===== config.mk =====
export PLATFORM = sky130hd
export DESIGN_NAME = pcf_cfg
export DESIGN_NICKNAME = d
export VERILOG_FILES = /design/src/palette_color_crossfade_defines.svh /design/src/pcf_pkg.sv /design/src/pcf_cfg.sv
export SDC_FILE = /design/constraint.sdc
export NUM_CORES = 1
export LEC_CHECK = 0
export ABC_AREA = 1
export BUFFER_PORTS_ARGS = -buffer_cell sky130_fd_sc_hd__buf_2
export CORE_MARGIN = 8
export CORE_UTILIZATION = 40
export CTS_CLUSTER_SIZE = 24
export DETAILED_ROUTE_END_ITERATION = 10
export PLACE_DENSITY = 0.77
export SYNTH_ARGS = -nofsm -noshare
export SYNTH_HDL_FRONTEND = slang
export SYNTH_SLANG_ARGS = --single-unit

===== constraint.sdc =====
create_clock -name clk -period 0.8 [get_ports clk]
set_clock_uncertainty 0.05 [all_clocks]
set_input_delay 0.08 -clock clk [delete_from_list [all_inputs] [get_ports clk]]
set_output_delay 0.08 -clock clk [all_outputs]
set_load 0.05 [all_outputs]

===== src/palette_color_crossfade_defines.svh =====
// assertion macros shared by the palette color crossfade modules
`ifndef PALETTE_COLOR_CROSSFADE_DEFINES_SVH
`define PALETTE_COLOR_CROSSFADE_DEFINES_SVH

// condition a implies condition b in the same cycle
`define PCF_ASSERT_IMP(label, clk, rst_n, a, b) \
	label: assert property (@(posedge clk) disable iff (!rst_n) (a) |-> (b)) \
		else $error("pcf check failed");

// condition a implies condition b, checked after the delay given by the argument n
`define PCF_ASSERT_LAT(label, clk, rst_n, a, n, b) \
	label: assert property (@(posedge clk) disable iff (!rst_n) (a) |-> ##n (b)) \
		else $error("pcf latency check failed");

`endif


===== src/pcf_pkg.sv =====
// shared widths, register indexes and types of the palette color crossfade
package pcf_pkg;

	localparam int TICK_W          = 32;
	localparam int STEPS_W         = 16;
	localparam int CHAN_W          = 8;
	localparam int NUM_CHAN        = 3;
	localparam int COLOR_W         = NUM_CHAN * CHAN_W;
	localparam int NUM_W           = CHAN_W + STEPS_W;
	localparam int ENTRY_REGS      = 4;
	localparam int SIZE_W          = 3;
	// holds a color count up to the largest palette of eight
	localparam int COUNT_W         = 4;
	localparam int CFG_ADDR_W      = 3;
	localparam int CFG_DATA_W      = COLOR_W;
	localparam int MAX_PALETTE_DEF = 4;
	// fetch, multiply, then one quotient bit per stage
	localparam int BLEND_LAT       = 2 + CHAN_W;

	typedef enum logic [CFG_ADDR_W-1:0] {
		REG_PALETTE_SIZE = 3'd0,
		REG_STEPS        = 3'd1,
		REG_ENTRY_0      = 3'd2,
		REG_ENTRY_1      = 3'd3,
		REG_ENTRY_2      = 3'd4,
		REG_ENTRY_3      = 3'd5
	} cfg_reg_t;

	typedef struct packed {
		logic [COUNT_W-1:0] count;
		logic [STEPS_W-1:0] steps;
	} cfg_t;

endpackage


===== src/pcf_cfg.sv =====
// configuration registers with clamping of color count and step count
module pcf_cfg import pcf_pkg::*; #(
	parameter int MAX_PALETTE = MAX_PALETTE_DEF
) (
	input  logic                  clk,
	input  logic                  arst_n,
	input  logic                  cfg_we,
	input  logic [CFG_ADDR_W-1:0] cfg_addr,
	input  logic [CFG_DATA_W-1:0] cfg_data,
	output cfg_t                  cfg,
	output logic [COLOR_W-1:0]    palette [MAX_PALETTE]
);

	localparam int NREG = (MAX_PALETTE < ENTRY_REGS) ? MAX_PALETTE : ENTRY_REGS;

	cfg_t               cfg_q;
	logic [COLOR_W-1:0] palette_q [NREG];
	logic [COUNT_W-1:0] size_wr;
	logic [STEPS_W-1:0] steps_wr;

	always_comb begin
		size_wr = COUNT_W'(cfg_data[SIZE_W-1:0]);
		if (size_wr == '0) begin
			size_wr = COUNT_W'(1);
		end else if (size_wr > COUNT_W'(MAX_PALETTE)) begin
			size_wr = COUNT_W'(MAX_PALETTE);
		end
		steps_wr = cfg_data[STEPS_W-1:0];
		if (steps_wr == '0) begin
			steps_wr = STEPS_W'(1);
		end
	end

	always_ff @(posedge clk or negedge arst_n) begin
		if (!arst_n) begin
			cfg_q.count <= COUNT_W'(1);
			cfg_q.steps <= STEPS_W'(1);
			for (int i = 0; i < NREG; i++) begin
				palette_q[i] <= '0;
			end
		end else if (cfg_we) begin
			case (cfg_addr)
				REG_PALETTE_SIZE: begin
					cfg_q.count <= size_wr;
				end
				REG_STEPS: begin
					cfg_q.steps <= steps_wr;
				end
				default: begin
					for (int i = 0; i < NREG; i++) begin
						if (cfg_addr == CFG_ADDR_W'(int'(REG_ENTRY_0) + i)) begin
							palette_q[i] <= cfg_data;
						end
					end
				end
			endcase
		end
	end

	assign cfg = cfg_q;

	// slots without a register read as black
	for (genvar i = 0; i < MAX_PALETTE; i++) begin : g_slot
		if (i < NREG) begin : g_reg
			assign palette[i] = palette_q[i];
		end else begin : g_black
			assign palette[i] = '0;
		end
	end

endmodule


==> out/results.txt <==
FP Rows - 38
Multi-input logic area - 0.00129 mm²
Post-Syn Nets - 456
Hold Path Cell Cnt - 6
Max-cap violations - 0
Gpl congestion - 0.772
Seq/Total Area, Yosys - 66.9%
Cell Chain, Critical Path - buf_8
DRC - 0
Post-route minimum period - 1.33 ns
Initial antenna violation count - 0
Path type of the worst min-delay path - primary input to flop
TritonCTS Buffers - 17
Router iterations before antenna repair - 4
GR Util met1 - 22.4%
ANT cells - 0
Post-Syn Area per Cell - 10.1 µm²
Crit path max fanout - 2
Htree depth - 4
Leakage - 3.49 nW
Routed WL - 14,500 µm
Worst EP arrival - 1.20 ns
Critical path type - flop to output port
Final Cycle Share - 167%
Register bit count reported by yosys - 115
P_sw - 9.17 mW
Reg clk slew, reported paths - 0.05 ns
CP required - 0.67 ns
Initial detailed-routing violation count - 267
Layout cells sized above 1 - 59.0%
Chip Height - 120 µm
Synth Instances - 426
Syn. warnings - 0
P&R area growth vs syn - 72.9%
Ports - 146
Global routing's busiest layer - met2
Final worst setup slack - -0.533 ns
Switching Share - 37.7%
DP HPWL - 8950 µm
Clk Latency, worst-skew pair - 0.50 ns
RR Endpoint - palette[51]
Final antenna-violating net count - 0
Hold Violations, Final - 8
Final-report max-slew violation count - 0
Place WS - -0.327 ns
R2r setup slk - -0.10 ns
Fin nets - 664
Core area - 0.0107 mm²
Critical Path Slowest Stage Cell - dfstp_2
Reg area - 0.00302 mm²
RSZ-0062 raised after global routing - yes
CTS root buf - clkbuf_8
Worst Hold Path EP - cfg[0]
CP Launch Type - flop
Max frequency - 750 MHz
Register share of total power - 33.3%
Bufs and invs on worst path - 1
Wirelength per Cell - 18.5 µm
Largest net degree at the start of global routing - 50
Top delay family on crit path - flip-flops
CTS tree - yes
Grt ovf - 0
Die Area - 0.0143 mm²
Slowest stage delay, CP - 0.56 ns
Final setup viols - 132
Via count - 3,862
First-pass GRT wire length - 22,500 µm
CTS Buffer Depth - 2
Failing checks - negative hold slack, negative setup slack
Vias in the first global route - 4,130
GR Util met2 - 34.2%
Met3 global-route usage - 7.52%
Max IR drop VDD - 1770 µV
Final hold slack - -0.105 ns
Status - finished with violations
Clock Power Share - 29.8%
Initial core utilization - 40.4%
P_int - 15.2 mW
Worst hold start - cfg_data[2]
Crit. End Element - output port
PwrDens - 3270 mW/mm²
Combinational share of power - 36.9%
Die W - 120 µm
Setup tns final - -46.24 ns
R2r startpoint - palette[51]
Yosys cell types - 18
Reg2Reg Depth - 4
Area of the mapped netlist - 0.00431 mm²
Number of port buffers - 144
Clk sink count - 115
Gr usage total - 20.1%
Fill count - 706
Via-per-instance ratio - 4.91
## layer usage
metal | wire, µm | part of all wire, % | vias to the layer above
li1 | - | - | 1804
met1 | 5490 | 38 | 1878
met2 | 7620 | 52 | 151
met3 | 1110 | 7.6 | 29
met4 | 314 | 2.2 | 0
met5 | 0 | 0 | -
## through the flow
stage / area (µm²) / total power, mW / std cells / util [%]
final: 7440 / 24.3 / 787 / 69.9
after global routing: 7440 / 25.2 / 787 / 69.9
after CTS: 7160 / 23.8 / 774 / 67.2
after detailed placement: 5540 / 14.7 / 712 / 52.0
after global placement: 5540 / 14.5 / 712 / 52.0
after floorplan: 4510 / 12.7 / 426 / -
## area by class of cell
class	count	area share [%]
Clock buffer	22	6.35
Clock inverter	10	1.41
Inverter	27	1.63
Multi-Input combinational cell	260	17.3
Sequential cell	115	40.6
Tap cell	140	2.35
Timing Repair Buffer	213	30.4
## timing repair
item,in CTS,in global routing
setup endpoints to repair,116,157
pin swaps,0,4
setup buffers,5,14
hold buffers,25,6
hold endpoints to repair,221,24
resized for setup,238,62
## how the worst max path moves through the flow
stage | depth (start not counted) | end | slack, ns | from
after detailed placement | 7 | palette[77] | -0.33 | cfg_we
after floorplan | 2 | cfg[0] | -0.15 | cfg[0]
after global placement | 7 | palette[84] | -0.26 | cfg_we
after global routing | 1 | cfg[0] | -0.58 | cfg[0]
after CTS | 1 | cfg[16] | -0.56 | cfg[16]
final | 1 | cfg[16] | -0.53 | cfg[16]
## sequential cells by signal, indices dropped and copies added (netlist names)
signal	cells
palette	96
cfg	19
## power by group through the flow
| stage | clock network [mW] | registers [mW] | logic [mW] |
|---|---|---|---|
| floorplan | 0 | 11.7 | 1.04 |
| global placement | 0 | 7.76 | 6.75 |
| detailed placement | 0 | 7.82 | 6.87 |
| CTS | 7.35 | 8.04 | 8.43 |
| global route | 7.64 | 8.22 | 9.38 |
| finish | 7.24 | 8.10 | 8.98 |
## worst register-to-register path: stages, from the launching register on
cell	delay [ns]
dfrtp_2	0.42
buf_6	0.12
buf_6	0.10
nand2_2	0.05
o21ai_2	0.04
## Yosys cell counts (all sizes together)
library cell | instances | area share (%)
clkbuf | 7 | 0.61
conb | 1 | 0.087
o21ai | 113 | 13
buf | 17 | 3.3
dfrtp | 113 | 66
dfstp | 2 | 1.2
nand3 | 2 | 0.46
a21oi | 2 | 0.23
inv | 27 | 2.4
nand2 | 127 | 11
nor2 | 15 | 1.5
## layout by cell type, fill, tap and decap left out, types with 2 or more instances in the layout
| master | synthesis | routed |
|---|---|---|
| clkbuf_8 | 0 | 5 |
| buf_4 | 7 | 19 |
| buf_6 | 6 | 117 |
| nor2_1 | 13 | 8 |
| dfstp_2 | 2 | 2 |
| o21ai_2 | 4 | 11 |
| inv_1 | 26 | 18 |
| clkinvlp_4 | 0 | 2 |
| buf_8 | 0 | 14 |
| clkinv_2 | 0 | 6 |
| nor2_4 | 1 | 3 |
| nor2_2 | 1 | 4 |
| o21ai_1 | 44 | 101 |
| a21oi_2 | 0 | 2 |
| bufinv_16 | 0 | 2 |
| nand2_1 | 127 | 110 |
| nand2_4 | 0 | 6 |
| dlygate4sd3_1 | 0 | 25 |
| clkbuf_16 | 0 | 16 |
| dfrtp_2 | 0 | 113 |
| nand3_2 | 2 | 2 |
| nand2_2 | 0 | 11 |
| buf_2 | 4 | 28 |
| buf_12 | 0 | 10 |
| inv_2 | 1 | 7 |
## kinds of logic (layout without fill, tap and decap cells)
logic type,after synthesis,after routing,share of synthesized area (%)
and+or+nand+nor,144,144,13.1
buffers and inverters,51,272,6.22
DFF,115,115,66.9
other,1,1,0.0871
AOI/OAI and AO/OA,115,115,13.7
Power figures use the tool's default switching activity.
