## config.mk

```make
export PLATFORM = sky130hd
export DESIGN_NAME = pcf_blend
export DESIGN_NICKNAME = d
export VERILOG_FILES = /design/src/pcf_pkg.sv /design/src/pcf_blend.sv
export VERILOG_INCLUDE_DIRS = /design/src /design/src/src
export SDC_FILE = /design/constraint.sdc
export NUM_CORES = 2
export LEC_CHECK = 0
export BUFFER_PORTS_ARGS = -buffer_cell sky130_fd_sc_hd__buf_4
export CAP_MARGIN = 0
export CORE_MARGIN = 2
export CORE_UTILIZATION = 57
export CTS_BUF_LIST = sky130_fd_sc_hd__clkbuf_4 sky130_fd_sc_hd__clkbuf_8
export DETAILED_ROUTE_END_ITERATION = 10
export HOLD_SLACK_MARGIN = 0.03
export PLACE_DENSITY = 0.73
export SETUP_SLACK_MARGIN = 0.05
export SYNTH_ARGS = -nofsm -noshare
export SYNTH_HDL_FRONTEND = slang
export SYNTH_SLANG_ARGS = --single-unit
```

## constraint.sdc

```tcl
create_clock -name clk -period 6.9 [get_ports clk]
set_input_delay 0.345 -clock clk [delete_from_list [all_inputs] [get_ports clk]]
set_output_delay 0.345 -clock clk [all_outputs]
set_load 0.01 [all_outputs]
```

## src/palette_color_crossfade_defines.svh

```systemverilog
// assertion macros shared by the palette color crossfade modules
`ifndef PALETTE_COLOR_CROSSFADE_DEFINES_SVH
`define PALETTE_COLOR_CROSSFADE_DEFINES_SVH

// condition a implies condition b in the same cycle
`define PCF_ASSERT_IMP(label, clk, rst_n, a, b) \
	label: assert property (@(posedge clk) disable iff (!rst_n) (a) |-> (b)) \
		else $error("pcf check failed");

// condition a implies condition b, checked after the delay given by the argument n
`define PCF_ASSERT_LAT(label, clk, rst_n, a, n, b) \
	label: assert property (@(posedge clk) disable iff (!rst_n) (a) |-> ##n (b)) \
		else $error("pcf latency check failed");

`endif

```

## src/pcf_pkg.sv

```systemverilog
// shared widths, register indexes and types of the palette color crossfade
package pcf_pkg;

	localparam int TICK_W          = 32;
	localparam int STEPS_W         = 16;
	localparam int CHAN_W          = 8;
	localparam int NUM_CHAN        = 3;
	localparam int COLOR_W         = NUM_CHAN * CHAN_W;
	localparam int NUM_W           = CHAN_W + STEPS_W;
	localparam int ENTRY_REGS      = 4;
	localparam int SIZE_W          = 3;
	// holds a color count up to the largest palette of eight
	localparam int COUNT_W         = 4;
	localparam int CFG_ADDR_W      = 3;
	localparam int CFG_DATA_W      = COLOR_W;
	localparam int MAX_PALETTE_DEF = 4;
	// fetch, multiply, then one quotient bit per stage
	localparam int BLEND_LAT       = 2 + CHAN_W;

	typedef enum logic [CFG_ADDR_W-1:0] {
		REG_PALETTE_SIZE = 3'd0,
		REG_STEPS        = 3'd1,
		REG_ENTRY_0      = 3'd2,
		REG_ENTRY_1      = 3'd3,
		REG_ENTRY_2      = 3'd4,
		REG_ENTRY_3      = 3'd5
	} cfg_reg_t;

	typedef struct packed {
		logic [COUNT_W-1:0] count;
		logic [STEPS_W-1:0] steps;
	} cfg_t;

endpackage

```

## src/pcf_blend.sv

```systemverilog
// color fetch, weighted channel sums and pipelined divide by the step count
`include "palette_color_crossfade_defines.svh"
module pcf_blend import pcf_pkg::*; #(
	parameter int MAX_PALETTE = MAX_PALETTE_DEF
) (
	input  logic                           clk,
	input  logic                           arst_n,
	input  cfg_t                           cfg,
	input  logic [COLOR_W-1:0]             palette [MAX_PALETTE],
	input  logic                           in_vld,
	input  logic [$clog2(MAX_PALETTE)-1:0] in_idx,
	input  logic [STEPS_W-1:0]             in_sub,
	output logic                           out_vld,
	output logic [COLOR_W-1:0]             out_color
);

	localparam int IDX_W = $clog2(MAX_PALETTE);

	logic [COUNT_W-1:0] nxt;
	logic [IDX_W-1:0]   dst_idx;

	assign nxt     = COUNT_W'(in_idx) + COUNT_W'(1);
	assign dst_idx = (nxt >= cfg.count) ? '0 : nxt[IDX_W-1:0];

	logic               fch_vld_s1;
	logic [COLOR_W-1:0] src_s1;
	logic [COLOR_W-1:0] dst_s1;
	logic [STEPS_W-1:0] sub_s1;
	logic [STEPS_W-1:0] rest_s1;

	always_ff @(posedge clk or negedge arst_n) begin
		if (!arst_n) begin
			fch_vld_s1 <= 1'b0;
		end else begin
			fch_vld_s1 <= in_vld;
		end
	end

	always_ff @(posedge clk) begin
		src_s1  <= palette[in_idx];
		dst_s1  <= palette[dst_idx];
		sub_s1  <= in_sub;
		rest_s1 <= cfg.steps - in_sub;
	end

	// src * (steps - sub) + dst * sub, the floor of this over steps is the level
	logic             mul_vld_s2;
	logic [NUM_W-1:0] num_s2 [NUM_CHAN];

	always_ff @(posedge clk or negedge arst_n) begin
		if (!arst_n) begin
			mul_vld_s2 <= 1'b0;
		end else begin
			mul_vld_s2 <= fch_vld_s1;
		end
	end

	always_ff @(posedge clk) begin
		for (int c = 0; c < NUM_CHAN; c++) begin
			num_s2[c] <= NUM_W'(src_s1[c*CHAN_W +: CHAN_W]) * NUM_W'(rest_s1)
				+ NUM_W'(dst_s1[c*CHAN_W +: CHAN_W]) * NUM_W'(sub_s1);
		end
	end

	logic              div_vld_s [CHAN_W];
	logic [NUM_W-1:0]  div_n_s   [CHAN_W][NUM_CHAN];
	logic [CHAN_W-1:0] div_q_s   [CHAN_W][NUM_CHAN];

	for (genvar j = 0; j < CHAN_W; j++) begin : g_div
		localparam int B = CHAN_W - 1 - j;
		logic             vld_in;
		logic [NUM_W-1:0] divisor;

		assign divisor = NUM_W'(cfg.steps) << B;

		if (j == 0) begin : g_first
			assign vld_in = mul_vld_s2;
		end else begin : g_next
			assign vld_in = div_vld_s[j-1];
		end

		always_ff @(posedge clk or negedge arst_n) begin
			if (!arst_n) begin
				div_vld_s[j] <= 1'b0;
			end else begin
				div_vld_s[j] <= vld_in;
			end
		end

		for (genvar c = 0; c < NUM_CHAN; c++) begin : g_chan
			logic [NUM_W-1:0]  n_in;
			logic [CHAN_W-1:0] q_in;
			logic              ge;

			if (j == 0) begin : g_first
				assign n_in = num_s2[c];
				assign q_in = '0;
			end else begin : g_next
				assign n_in = div_n_s[j-1][c];
				assign q_in = div_q_s[j-1][c];
			end

			assign ge = n_in >= divisor;

			always_ff @(posedge clk) begin
				div_n_s[j][c] <= ge ? (n_in - divisor) : n_in;
				div_q_s[j][c] <= q_in | (CHAN_W'(ge) << B);
			end
		end
	end

	assign out_vld = div_vld_s[CHAN_W-1];
	for (genvar c = 0; c < NUM_CHAN; c++) begin : g_out
		assign out_color[c*CHAN_W +: CHAN_W] = div_q_s[CHAN_W-1][c];
	end

	`PCF_ASSERT_IMP(a_div_rem, clk, arst_n, out_vld, (div_n_s[CHAN_W-1][0] < NUM_W'(cfg.steps)) && (div_n_s[CHAN_W-1][1] < NUM_W'(cfg.steps)) && (div_n_s[CHAN_W-1][2] < NUM_W'(cfg.steps)))

endmodule

```

==> run_results.csv <==
group,metric,value,unit
global_routing,grt_pass1_vias,51550,
clock_tree,cts.path.max_buffers,3,
cells_and_area,seq_area,15600,sq um
logic_synthesis,synth_compound_area_frac,0.129,
global_routing,grtUsageTotal,0.290,
worst_setup_path,cp_max_fo,16,
routing,wl_per_cell,18.3,um
worst_setup_path,reg2reg_slack,290,ps
logic_synthesis,yosys_most_used_dff,"dfxtp_1",
sta,fin_tns_setup,0,ps
floorplanning,io_pins,162,
logic_synthesis,synth-simple-area-share,0.154,
sta,hold_slack,160,ps
clock_tree,path_clk_slew,70,ps
cells_and_area,fill_cells,9053,
global_routing,grt.overflow.total,0,
worst_setup_path,required,7600,ps
sta,worst_slew_pin_slew,1160,ps
min_path,min_path_type,"input port to flop",
worst_setup_path,end_kind,"flop",
clock_tree,cts_tree,"built",
floorplanning,start_util,0.575,
placed_design,io_buffers,161,
floorplanning,row_count,122,
routing,drtPass1Iterations,6,
cells_and_area,finalNetCount,8727,
sta,setup_ws,286,ps
clock_tree,insertion_delay,850,ps
sta,drv_slew,0,
logic_synthesis,synth_seq_cells,774,
logic_synthesis,ys_types,80,
logic_synthesis,synth_xor_area_frac,0.0558,
sta,min_period,6610,ps
routing,antenna_left,0,
run_status,outcome,"completed",
worst_setup_path,cp-start-kind,"flop",
cells_and_area,multi_input_area,43800,sq um
sta,max_freq,0.151,GHz
placed_design,hpwlAfterDp,124000,um
clock_tree,clock_sinks,774,
sta,clock_skew,62.1,ps
routing,drt_iter0_drc,3521,
worst_setup_path,worstPathArrival,7310,ps
global_routing,antenna_found_initial,2,
placed_design,place.gp.congestion,0.930,
sta,setup_viol,0,
logic_synthesis,syn_inst,7009,
sta,rsz0062_at_grt,"no",
sta,hold_violations,0,
global_routing,grt_first_pass_wirelength,263000,um
logic_synthesis,synth.yosys.seq_area_share,0.244,
sta,relSlewSlack,0.225,
cells_and_area,syn2layout_area_growth,11.9,%
logic_synthesis,syn_area,63600,sq um
worst_setup_path,crit_type,"flop to flop",
logic_synthesis,synth_area_per_cell,9.08,sq um
floorplanning,core-area,111000,sq um
floorplanning,die_x,338,um
routing,vias_per_cell,5.62,
logic_synthesis,synthMuxAreaShare,0.0249,
placed_design,place_ws,296,ps
clock_tree,cts_htree_levels,4,
floorplanning,die_y,338,um
sta,fin_crit_sh,0.958,
clock_tree,postCtsSetupBuffers,0,
logic_synthesis,synthAdderAreaFrac,0.324,
logic_synthesis,synth_edf_count,0,
logic_synthesis,synth_async_sr_flop_share,0.0129,
routing,finalWirelength,163000,um
clock_tree,cts_buffers,142,
routing,drcViolationCount,0,
floorplanning,dieArea,114000,sq um
cells_and_area,drive_above_1_share,0.0889,
global_routing,grt_max_degree,38,
job,drv_cap,0,
logic_synthesis,synth_nets,8408,
logic_synthesis,yosys_warnings,0,
clock_tree,root_buffer,"clkbuf_8",
routing,vias,50113,
logic_synthesis,synth_top_family_by_area,"adder cells",
## per-layer routing
metal | GRT usage | wire length, um | part of all wire
met5 | 0 | 18 | 0.00011
met4 | 0.145 | 8200 | 0.050
met3 | 0.0551 | 10900 | 0.067
met2 | 0.487 | 76200 | 0.47
met1 | 0.356 | 67500 | 0.41
## synthesized netlist by cell type (all sizes together) (43+ instances only)
master	instances	area share
dfxtp	764	0.24
a21oi	347	0.027
nand3	76	0.0060
buf	48	0.0046
nor2b	81	0.0080
a31oi	66	0.0065
mux2	68	0.012
o21a	61	0.0072
o21ai	358	0.028
fa	646	0.20
a211oi	49	0.0059
ha	616	0.12
nor3	105	0.0084
xnor2	229	0.032
a21o	158	0.019
nand2b	63	0.0062
nand4	48	0.0047
xor2	176	0.024
inv	886	0.052
nor4	43	0.0042
clkbuf	178	0.011
nand2	814	0.048
nor2	300	0.018
and2	358	0.035
## sequential cells by signal, indices dropped and copies added (netlist names)
signal	cells
dst_s1	24
src_s1	24
g_div.vld_in	8
rest_s1	16
div_n_s	504
out_vld	1
div_q_s	108
fch_vld_s1	1
num_s2	72
sub_s1	16
## worst paths after layout
path | cells past startpoint | start | endpoint
max reg2reg | 20 | rest_s1[1]$_DFF_P_ | num_s2[0][71]$_DFF_P_
min reg2reg | 0 | div_q_s[1][70]$_DFF_P_ | div_q_s[1][94]$_DFF_P_
min | 3 | cfg[1] | div_n_s[2][99]$_DFF_P_
max in group asynchronous | 3 | arst_n | g_div[2].vld_in$_DFF_PN0_
min in group asynchronous | 3 | arst_n | out_vld$_DFF_PN0_
max | 20 | rest_s1[1]$_DFF_P_ | num_s2[0][71]$_DFF_P_
## cell usage in the layout, fill, tap and decap left out, types with 61 or more instances in the layout
cell type	count
fa_1	646
dfxtp_1	759
a21o_1	158
inv_1	876
nand2_1	814
nor2b_1	81
ha_1	616
buf_4	266
mux2_2	68
nor3_1	103
and2_1	358
nor2_1	300
xor2_1	176
o21ai_0	356
clkbuf_8	177
a31oi_1	64
a21oi_1	344
dlygate4sd3_1	135
o21a_1	61
nand2b_1	63
nand3_1	76
xnor2_1	229
## critical path: stages (launching register included)
cell	delay, ps
dfxtp_1	770
nand2_1	190
fa_1	580
inv_1	60
fa_1	510
fa_1	540
fa_1	420
fa_1	520
inv_1	50
fa_1	490
inv_1	50
ha_1	350
and3_1	230
nor2b_1	130
a31oi_1	280
a311oi_1	220
o211ai_1	280
a21oi_1	160
a311o_1	370
a21oi_1	190
xnor2_1	80
## kinds of logic (layout without fill, tap and decap cells)
family,count (synthesis),in the layout
flip-flops,774,774
XOR/XNOR,405,405
adder cells (fa/ha/maj),1262,1262
other,0,2
buffers and inverters,1113,1538
AO/OA/AOI/OAI,1313,1313
AND/OR/NAND/NOR,2022,2022
multiplexers,120,120
## metrics by stage
stage | instances | instance area, sq um | utilization
floorplan | 7009 | 63600 | -
global placement | 8537 | 66600 | 0.601
detailed placement | 8537 | 66600 | 0.601
CTS | 8922 | 71200 | 0.643
global route | 8923 | 71200 | 0.644
finish | 8924 | 71200 | 0.644
## repair_timing
item / in CTS / in global routing
gates resized for setup: 0 / 6
setup endpoints to repair: 0 / 5
endpoints found under the hold margin: 91 / 0
hold buffers: 135 / 0
## area by class of cell
| type | count | area share |
|---|---|---|
| Multi-Input combinational cell | 5122 | 0.615 |
| Sequential cell | 774 | 0.218 |
| Timing Repair Buffer | 401 | 0.0470 |
| Inverter | 887 | 0.0467 |
| Clock buffer | 197 | 0.0363 |
| Tap cell | 1488 | 0.0261 |
| Clock inverter | 53 | 0.0101 |
| Antenna cell | 2 | 0.0000703 |
Power is not shown: default switching activity piles up to over one toggle a cycle in this logic, so the estimate is an artifact.
