**src/palette_color_crossfade_defines.svh**
```systemverilog
// assertion macros shared by the palette color crossfade modules
`ifndef PALETTE_COLOR_CROSSFADE_DEFINES_SVH
`define PALETTE_COLOR_CROSSFADE_DEFINES_SVH

// condition a implies condition b in the same cycle
`define PCF_ASSERT_IMP(label, clk, rst_n, a, b) \
	label: assert property (@(posedge clk) disable iff (!rst_n) (a) |-> (b)) \
		else $error("pcf check failed");

// condition a implies condition b, checked after the delay given by the argument n
`define PCF_ASSERT_LAT(label, clk, rst_n, a, n, b) \
	label: assert property (@(posedge clk) disable iff (!rst_n) (a) |-> ##n (b)) \
		else $error("pcf latency check failed");

`endif

```
**src/pcf_pkg.sv**
```systemverilog
// shared widths, register indexes and types of the palette color crossfade
package pcf_pkg;

	localparam int TICK_W          = 32;
	localparam int STEPS_W         = 16;
	localparam int CHAN_W          = 8;
	localparam int NUM_CHAN        = 3;
	localparam int COLOR_W         = NUM_CHAN * CHAN_W;
	localparam int NUM_W           = CHAN_W + STEPS_W;
	localparam int ENTRY_REGS      = 4;
	localparam int SIZE_W          = 3;
	// holds a color count up to the largest palette of eight
	localparam int COUNT_W         = 4;
	localparam int CFG_ADDR_W      = 3;
	localparam int CFG_DATA_W      = COLOR_W;
	localparam int MAX_PALETTE_DEF = 4;
	// fetch, multiply, then one quotient bit per stage
	localparam int BLEND_LAT       = 2 + CHAN_W;

	typedef enum logic [CFG_ADDR_W-1:0] {
		REG_PALETTE_SIZE = 3'd0,
		REG_STEPS        = 3'd1,
		REG_ENTRY_0      = 3'd2,
		REG_ENTRY_1      = 3'd3,
		REG_ENTRY_2      = 3'd4,
		REG_ENTRY_3      = 3'd5
	} cfg_reg_t;

	typedef struct packed {
		logic [COUNT_W-1:0] count;
		logic [STEPS_W-1:0] steps;
	} cfg_t;

endpackage

```
**src/pcf_phase.sv**
```systemverilog
// pipelined tick modulo and palette index split, one bit per stage
`include "palette_color_crossfade_defines.svh"
module pcf_phase import pcf_pkg::*; #(
	parameter int MAX_PALETTE = MAX_PALETTE_DEF
) (
	input  logic                           clk,
	input  logic                           arst_n,
	input  cfg_t                           cfg,
	input  logic                           in_vld,
	input  logic [TICK_W-1:0]              in_tick,
	output logic                           out_vld,
	output logic [$clog2(MAX_PALETTE)-1:0] out_idx,
	output logic [STEPS_W-1:0]             out_sub
);

	localparam int CNT_W = $clog2(MAX_PALETTE + 1);
	localparam int IDX_W = $clog2(MAX_PALETTE);
	localparam int MW    = STEPS_W + CNT_W;

	logic [MW-1:0] modulus;
	assign modulus = MW'(cfg.count[CNT_W-1:0]) * MW'(cfg.steps);

	logic              mod_vld_s  [TICK_W];
	logic [MW-1:0]     mod_rem_s  [TICK_W];
	logic [TICK_W-1:0] mod_tick_s [TICK_W-1];

	// restoring remainder, tick bits enter msb first
	for (genvar k = 0; k < TICK_W; k++) begin : g_mod
		logic              vld_in;
		logic [MW-1:0]     rem_in;
		logic [TICK_W-1:0] tick_in;
		logic [MW:0]       trial;
		logic [MW:0]       diff;

		if (k == 0) begin : g_first
			assign vld_in  = in_vld;
			assign rem_in  = '0;
			assign tick_in = in_tick;
		end else begin : g_next
			assign vld_in  = mod_vld_s[k-1];
			assign rem_in  = mod_rem_s[k-1];
			assign tick_in = mod_tick_s[k-1];
		end

		assign trial = {rem_in, tick_in[TICK_W-1]};
		assign diff  = trial - {1'b0, modulus};

		always_ff @(posedge clk or negedge arst_n) begin
			if (!arst_n) begin
				mod_vld_s[k] <= 1'b0;
			end else begin
				mod_vld_s[k] <= vld_in;
			end
		end

		always_ff @(posedge clk) begin
			mod_rem_s[k] <= (trial >= {1'b0, modulus}) ? diff[MW-1:0] : trial[MW-1:0];
		end

		if (k < TICK_W - 1) begin : g_shift
			always_ff @(posedge clk) begin
				mod_tick_s[k] <= {tick_in[TICK_W-2:0], 1'b0};
			end
		end
	end

	logic             sel_vld_s [IDX_W];
	logic [MW-1:0]    sel_rem_s [IDX_W];
	logic [IDX_W-1:0] sel_idx_s [IDX_W];

	// phase over steps, quotient is the source color
	for (genvar j = 0; j < IDX_W; j++) begin : g_sel
		localparam int B = IDX_W - 1 - j;
		logic             vld_in;
		logic [MW-1:0]    rem_in;
		logic [IDX_W-1:0] idx_in;
		logic [MW-1:0]    divisor;
		logic             ge;

		if (j == 0) begin : g_first
			assign vld_in = mod_vld_s[TICK_W-1];
			assign rem_in = mod_rem_s[TICK_W-1];
			assign idx_in = '0;
		end else begin : g_next
			assign vld_in = sel_vld_s[j-1];
			assign rem_in = sel_rem_s[j-1];
			assign idx_in = sel_idx_s[j-1];
		end

		assign divisor = MW'(cfg.steps) << B;
		assign ge      = rem_in >= divisor;

		always_ff @(posedge clk or negedge arst_n) begin
			if (!arst_n) begin
				sel_vld_s[j] <= 1'b0;
			end else begin
				sel_vld_s[j] <= vld_in;
			end
		end

		always_ff @(posedge clk) begin
			sel_rem_s[j] <= ge ? (rem_in - divisor) : rem_in;
			sel_idx_s[j] <= idx_in | (IDX_W'(ge) << B);
		end
	end

	assign out_vld = sel_vld_s[IDX_W-1];
	assign out_idx = sel_idx_s[IDX_W-1];
	assign out_sub = sel_rem_s[IDX_W-1][STEPS_W-1:0];

	`PCF_ASSERT_IMP(a_phase_range, clk, arst_n, out_vld, (sel_rem_s[IDX_W-1] < MW'(cfg.steps)) && (COUNT_W'(out_idx) < cfg.count))

endmodule

```
**config.mk**
```make
export PLATFORM = sky130hd
export DESIGN_NAME = pcf_phase
export DESIGN_NICKNAME = d
export VERILOG_FILES = /design/src/pcf_pkg.sv /design/src/pcf_phase.sv
export VERILOG_INCLUDE_DIRS = /design/src /design/src/src
export SDC_FILE = /design/constraint.sdc
export NUM_CORES = 2
export LEC_CHECK = 0
export BUFFER_PORTS_ARGS = -buffer_cell sky130_fd_sc_hd__buf_2
export CORE_MARGIN = 2
export CORE_UTILIZATION = 36
export DETAILED_ROUTE_END_ITERATION = 7
export PLACE_DENSITY = 0.52
export SYNTH_ARGS = -nofsm -noshare
export SYNTH_HDL_FRONTEND = slang
export SYNTH_SLANG_ARGS = --single-unit
export TNS_END_PERCENT = 1
```
**constraint.sdc**
```tcl
create_clock -name clk -period 5.3 [get_ports clk]
set_input_delay 0.795 -clock clk [delete_from_list [all_inputs] [get_ports clk]]
set_output_delay 0.795 -clock clk [all_outputs]
set_load 0.02 [all_outputs]
```
==> impl_metrics.py <==
metrics = {
    "yosys": {
        "async_reset_ff_frac": 0.0289,
        "synth_seq_cells": 1176,
        "yosysWarnings": 0,
        "synth_area_leaders": "dfxtp_1 (38%), ha_1 (11%), xnor2_1 (6.0%)",
        "synth_area_per_cell_um2": 9.51,
        "ys.flop_type": "dfxtp_1",
        "synth.top_cell.area_share": 0.379,
        "yosys-top-cells-count": "dfxtp_1 (1142), ha_1 (548), nand2_1 (496)",
        "synthAdderAreaFrac": 0.144,
        "synth_compound_area_frac": 0.177,
        "synthesis.nets": 6994,
        "ys_seq_area_frac": 0.393,
        "post_synth_inst_count": 6343,
        "synthSimpleGateAreaFrac": 0.122,
        "synthMuxAreaShare": 0.0433,
        "synth_xor_area_frac": 0.0910,
        "synth-edff-count": 0,
        "ys_types": 100,
        "syn_area_um2": 60300,
        "yosysMostFrequentCell": "dfxtp_1",
        "yosysTopAreaCell": "dfxtp_1",
        "synth_top_family_by_area": "compound AO/OA/AOI/OAI gates",
    },
    "sta": {
        "min_period_over_period": 0.975,
        "finalSetupViolCount": 0,
        "worstMarginPinSlew_ns": 0.935,
        "rsz0062_at_grt": "true",
        "fmax_mhz": 193,
        "maxSlewViolCount": 0,
        "finalHoldViolCount": 0,
        "fin_skew_ns": 0.0423,
        "layout_min_cycle_time_ns": 5.17,
        "maxSlewHeadroom": 0.376,
    },
    "global_route": {
        "grt_max_degree": 35,
        "antenna_found_initial": 4,
        "track_usage": 0.204,
        "overflow": 0,
        "grt_pass1_vias": 50900,
        "grt_pass1_wl_um": 276000,
    },
    "finish": {
        "drive_gt1_frac": 0.277,
        "postLayoutCellArea_um2": 81000,
        "fin_nets": 8555,
        "area_growth_pct": 34.2,
        "fillers": 15600,
    },
    "clock_network": {
        "ctsRootBufferMaster": "clkbuf_16",
        "clk_pin_slew_worst_paths_ns": 0.06,
        "htreeDepth": 4,
        "insertion_delay_ns": 0.80,
        "cts_tree": "yes",
        "cts_buffer_depth": 3,
        "cts_made_buffers": 142,
        "clock-sinks": 1176,
    },
    "die": {
        "dieArea_um2": 171000,
        "die_h_um": 413,
        "rows": 150,
        "io_pins": 74,
        "initial_core_util": 0.362,
        "die_width_um": 413,
        "core_area_um2": 167000,
    },
    "drt": {
        "wl_per_cell_um": 17.2,
        "firstDrtPassIters": 5,
        "dr_total_vias": 50800,
        "wl_met3_um": 6150,
        "met1_length_um": 82700,
        "drtIter0Drc": 2656,
        "wl_met2_um": 81700,
        "drc": 0,
        "postRouteAntennaNets": 0,
        "avgViaCountPerCell": 4.97,
        "top_layer_used": "met4",
        "wirelength_um": 176000,
    },
    "placed_design": {
        "gp_congestion": 0.873,
        "placed_cell_area_um2": 75400,
        "numPortBuffers": 72,
        "dp_hpwl_um": 136000,
    },
    "power_and_ir_drop": {
        "comb_power_share": 0.619,
        "p_sw_frac": 0.391,
        "power_leakage_nw": 36.3,
        "switchingPower_mw": 24.7,
        "clockPowerShare": 0.163,
        "p_seq_frac": 0.218,
        "p_total_mw": 63.1,
        "ir_worst_vdd_v": 0.000388,
        "intPower_mw": 38.4,
        "powerDensity_nw_per_um2": 779,
    },
    "job": {
        "drv_cap": 0,
    },
    "worst_setup_path": {
        "crit_fanout": 15,
        "start_kind": "primary input",
        "reg2reg_depth": 15,
        "crit_path_end": "mod_rem_s[1][74]$_DFF_P_",
        "path_class": "primary input to flip-flop",
        "cp-end-kind": "flip-flop",
        "cp_data_required_time_ns": 6.03,
        "cp.arrival_ns": 5.90,
        "cp-startpoint": "cfg[18]",
        "ff2ff_setup_slack_ns": 1.49,
        "reg2reg_from": "mod_tick_s[0][247]$_DFF_P_",
        "r2r_end": "mod_rem_s[0][153]$_DFF_P_",
    },
    "status": {
        "outcome": "finished, final reports clean",
    },
    "hold_path": {
        "worstHoldPathType": "primary input to asynchronous set/reset pin",
    },
}
-- kinds of logic after synthesis --
| family | after synthesis |
|---|---|
| mux | 235 |
| xor+xnor | 613 |
| simple gates | 1563 |
| fa+ha+maj | 683 |
| compound gates | 1632 |
| buf+inv | 441 |
| flops | 1176 |
-- worst min path at each step --
stage | end | from | depth (start not counted) | slack (ns)
global placement | mod_tick_s[0][111]$_DFF_P_ | mod_tick_s[0][79]$_DFF_P_ | 0 | 0.31
detailed placement | mod_tick_s[0][144]$_DFF_P_ | mod_tick_s[0][112]$_DFF_P_ | 0 | 0.31
CTS | g_mod[3].vld_in$_DFF_PN0_ | arst_n | 1 | 0.01
floorplan | mod_tick_s[0][100]$_DFF_P_ | mod_tick_s[0][68]$_DFF_P_ | 0 | 0.31
finish | g_mod[3].vld_in$_DFF_PN0_ | arst_n | 1 | 0.06
global route | mod_tick_s[0][17]$_DFF_P_ | in_tick[17] | 1 | 0.04
-- through the flow --
stage | instances | worst slack [ns] | utilization | TNS, ns | hold slack [ns]
finish | 10200 | 0.132 | 0.485 | 0 | 0.0560
floorplan | 6343 | -0.750 | - | -229.73 | 0.310
CTS | 10200 | 0.0252 | 0.482 | 0 | 0.0110
global route | 10200 | -0.0885 | 0.485 | -1.82 | 0.0403
global placement | 9958 | -0.792 | 0.452 | -335.51 | 0.310
detailed placement | 9958 | -0.885 | 0.452 | -361.84 | 0.312
-- sequential cells by signal, indices dropped and copies added, names as in the netlist --
| signal | count |
|---|---|
| g_mod.vld_in | 31 |
| g_sel.vld_in | 2 |
| mod_rem_s | 608 |
| mod_tick_s | 496 |
| out_vld | 1 |
| sel_idx_s | 3 |
| sel_rem_s | 35 |
-- repair_timing --
item / in CTS / in global routing
gates cloned: 0 / 1
hold buffers: 0 / 0
setup endpoints to repair: 16 / 448
buffers inserted: 0 / 5
pin swaps: 0 / 26
gates resized for setup: 2 / 89
-- placed cells by master, fill, tap and decap left out, drive strengths merged, types with 81 or more instances in the layout --
cell type	netlist	routed
a21o	120	120
maj3	87	87
ha	548	548
buf	103	1583
mux2	206	206
o21ai	428	428
inv	271	280
a21oi	439	439
nand3	97	97
dfxtp	1142	1142
nand4	81	81
xnor2	410	410
xor2	194	194
clkbuf	67	199
o21a	81	81
nor2	439	439
nand2	502	502
nor3	123	123
-- critical path: stages --
cell      delay [ns]
clkbuf_4        0.15
and2_1          0.16
fa_1            0.56
ha_2            0.19
inv_1           0.05
fa_2            0.58
buf_12          0.23
buf_4           0.18
ha_1            0.29
and2_1          0.20
a311oi_2        0.32
nor3_1          0.13
o41a_1          0.41
maj3_1          0.40
a2bb2o_1        0.25
nand3_1         0.11
or4b_2          0.62
nand3_1         0.09
mux2_2          0.14
-- power by group through the flow --
stage / Sequential (mW) / Combinational (mW) / Clock [mW]
2_1_floorplan: 13.1 / 23.8 / 0
3_3_place_gp: 14.0 / 37.9 / 0
3_5_place_dp: 13.9 / 38.4 / 0
4_1_cts: 13.8 / 38.7 / 10.6
5_1_grt: 14.0 / 43.2 / 11.0
6_report: 13.7 / 39.1 / 10.3
-- per-layer routing --
metal,vias up,GRT usage
met5,-,0
met1,23800,0.269
met3,282,0.0289
met4,0,0.0630
li1,25900,-
met2,819,0.344
-- area by class of cell --
cell class | instances | area (µm²) | area share
antenna | 1 | 2.50 | 0.0000309
clock buffer | 195 | 4170 | 0.0515
clock inverter | 68 | 860 | 0.0106
inverter | 271 | 1020 | 0.0127
multi-input combinational | 4726 | 35700 | 0.441
sequential | 1176 | 23700 | 0.293
tap | 2204 | 2760 | 0.0341
timing repair buffer | 1587 | 12700 | 0.157
(Power assumes the default switching activity.)
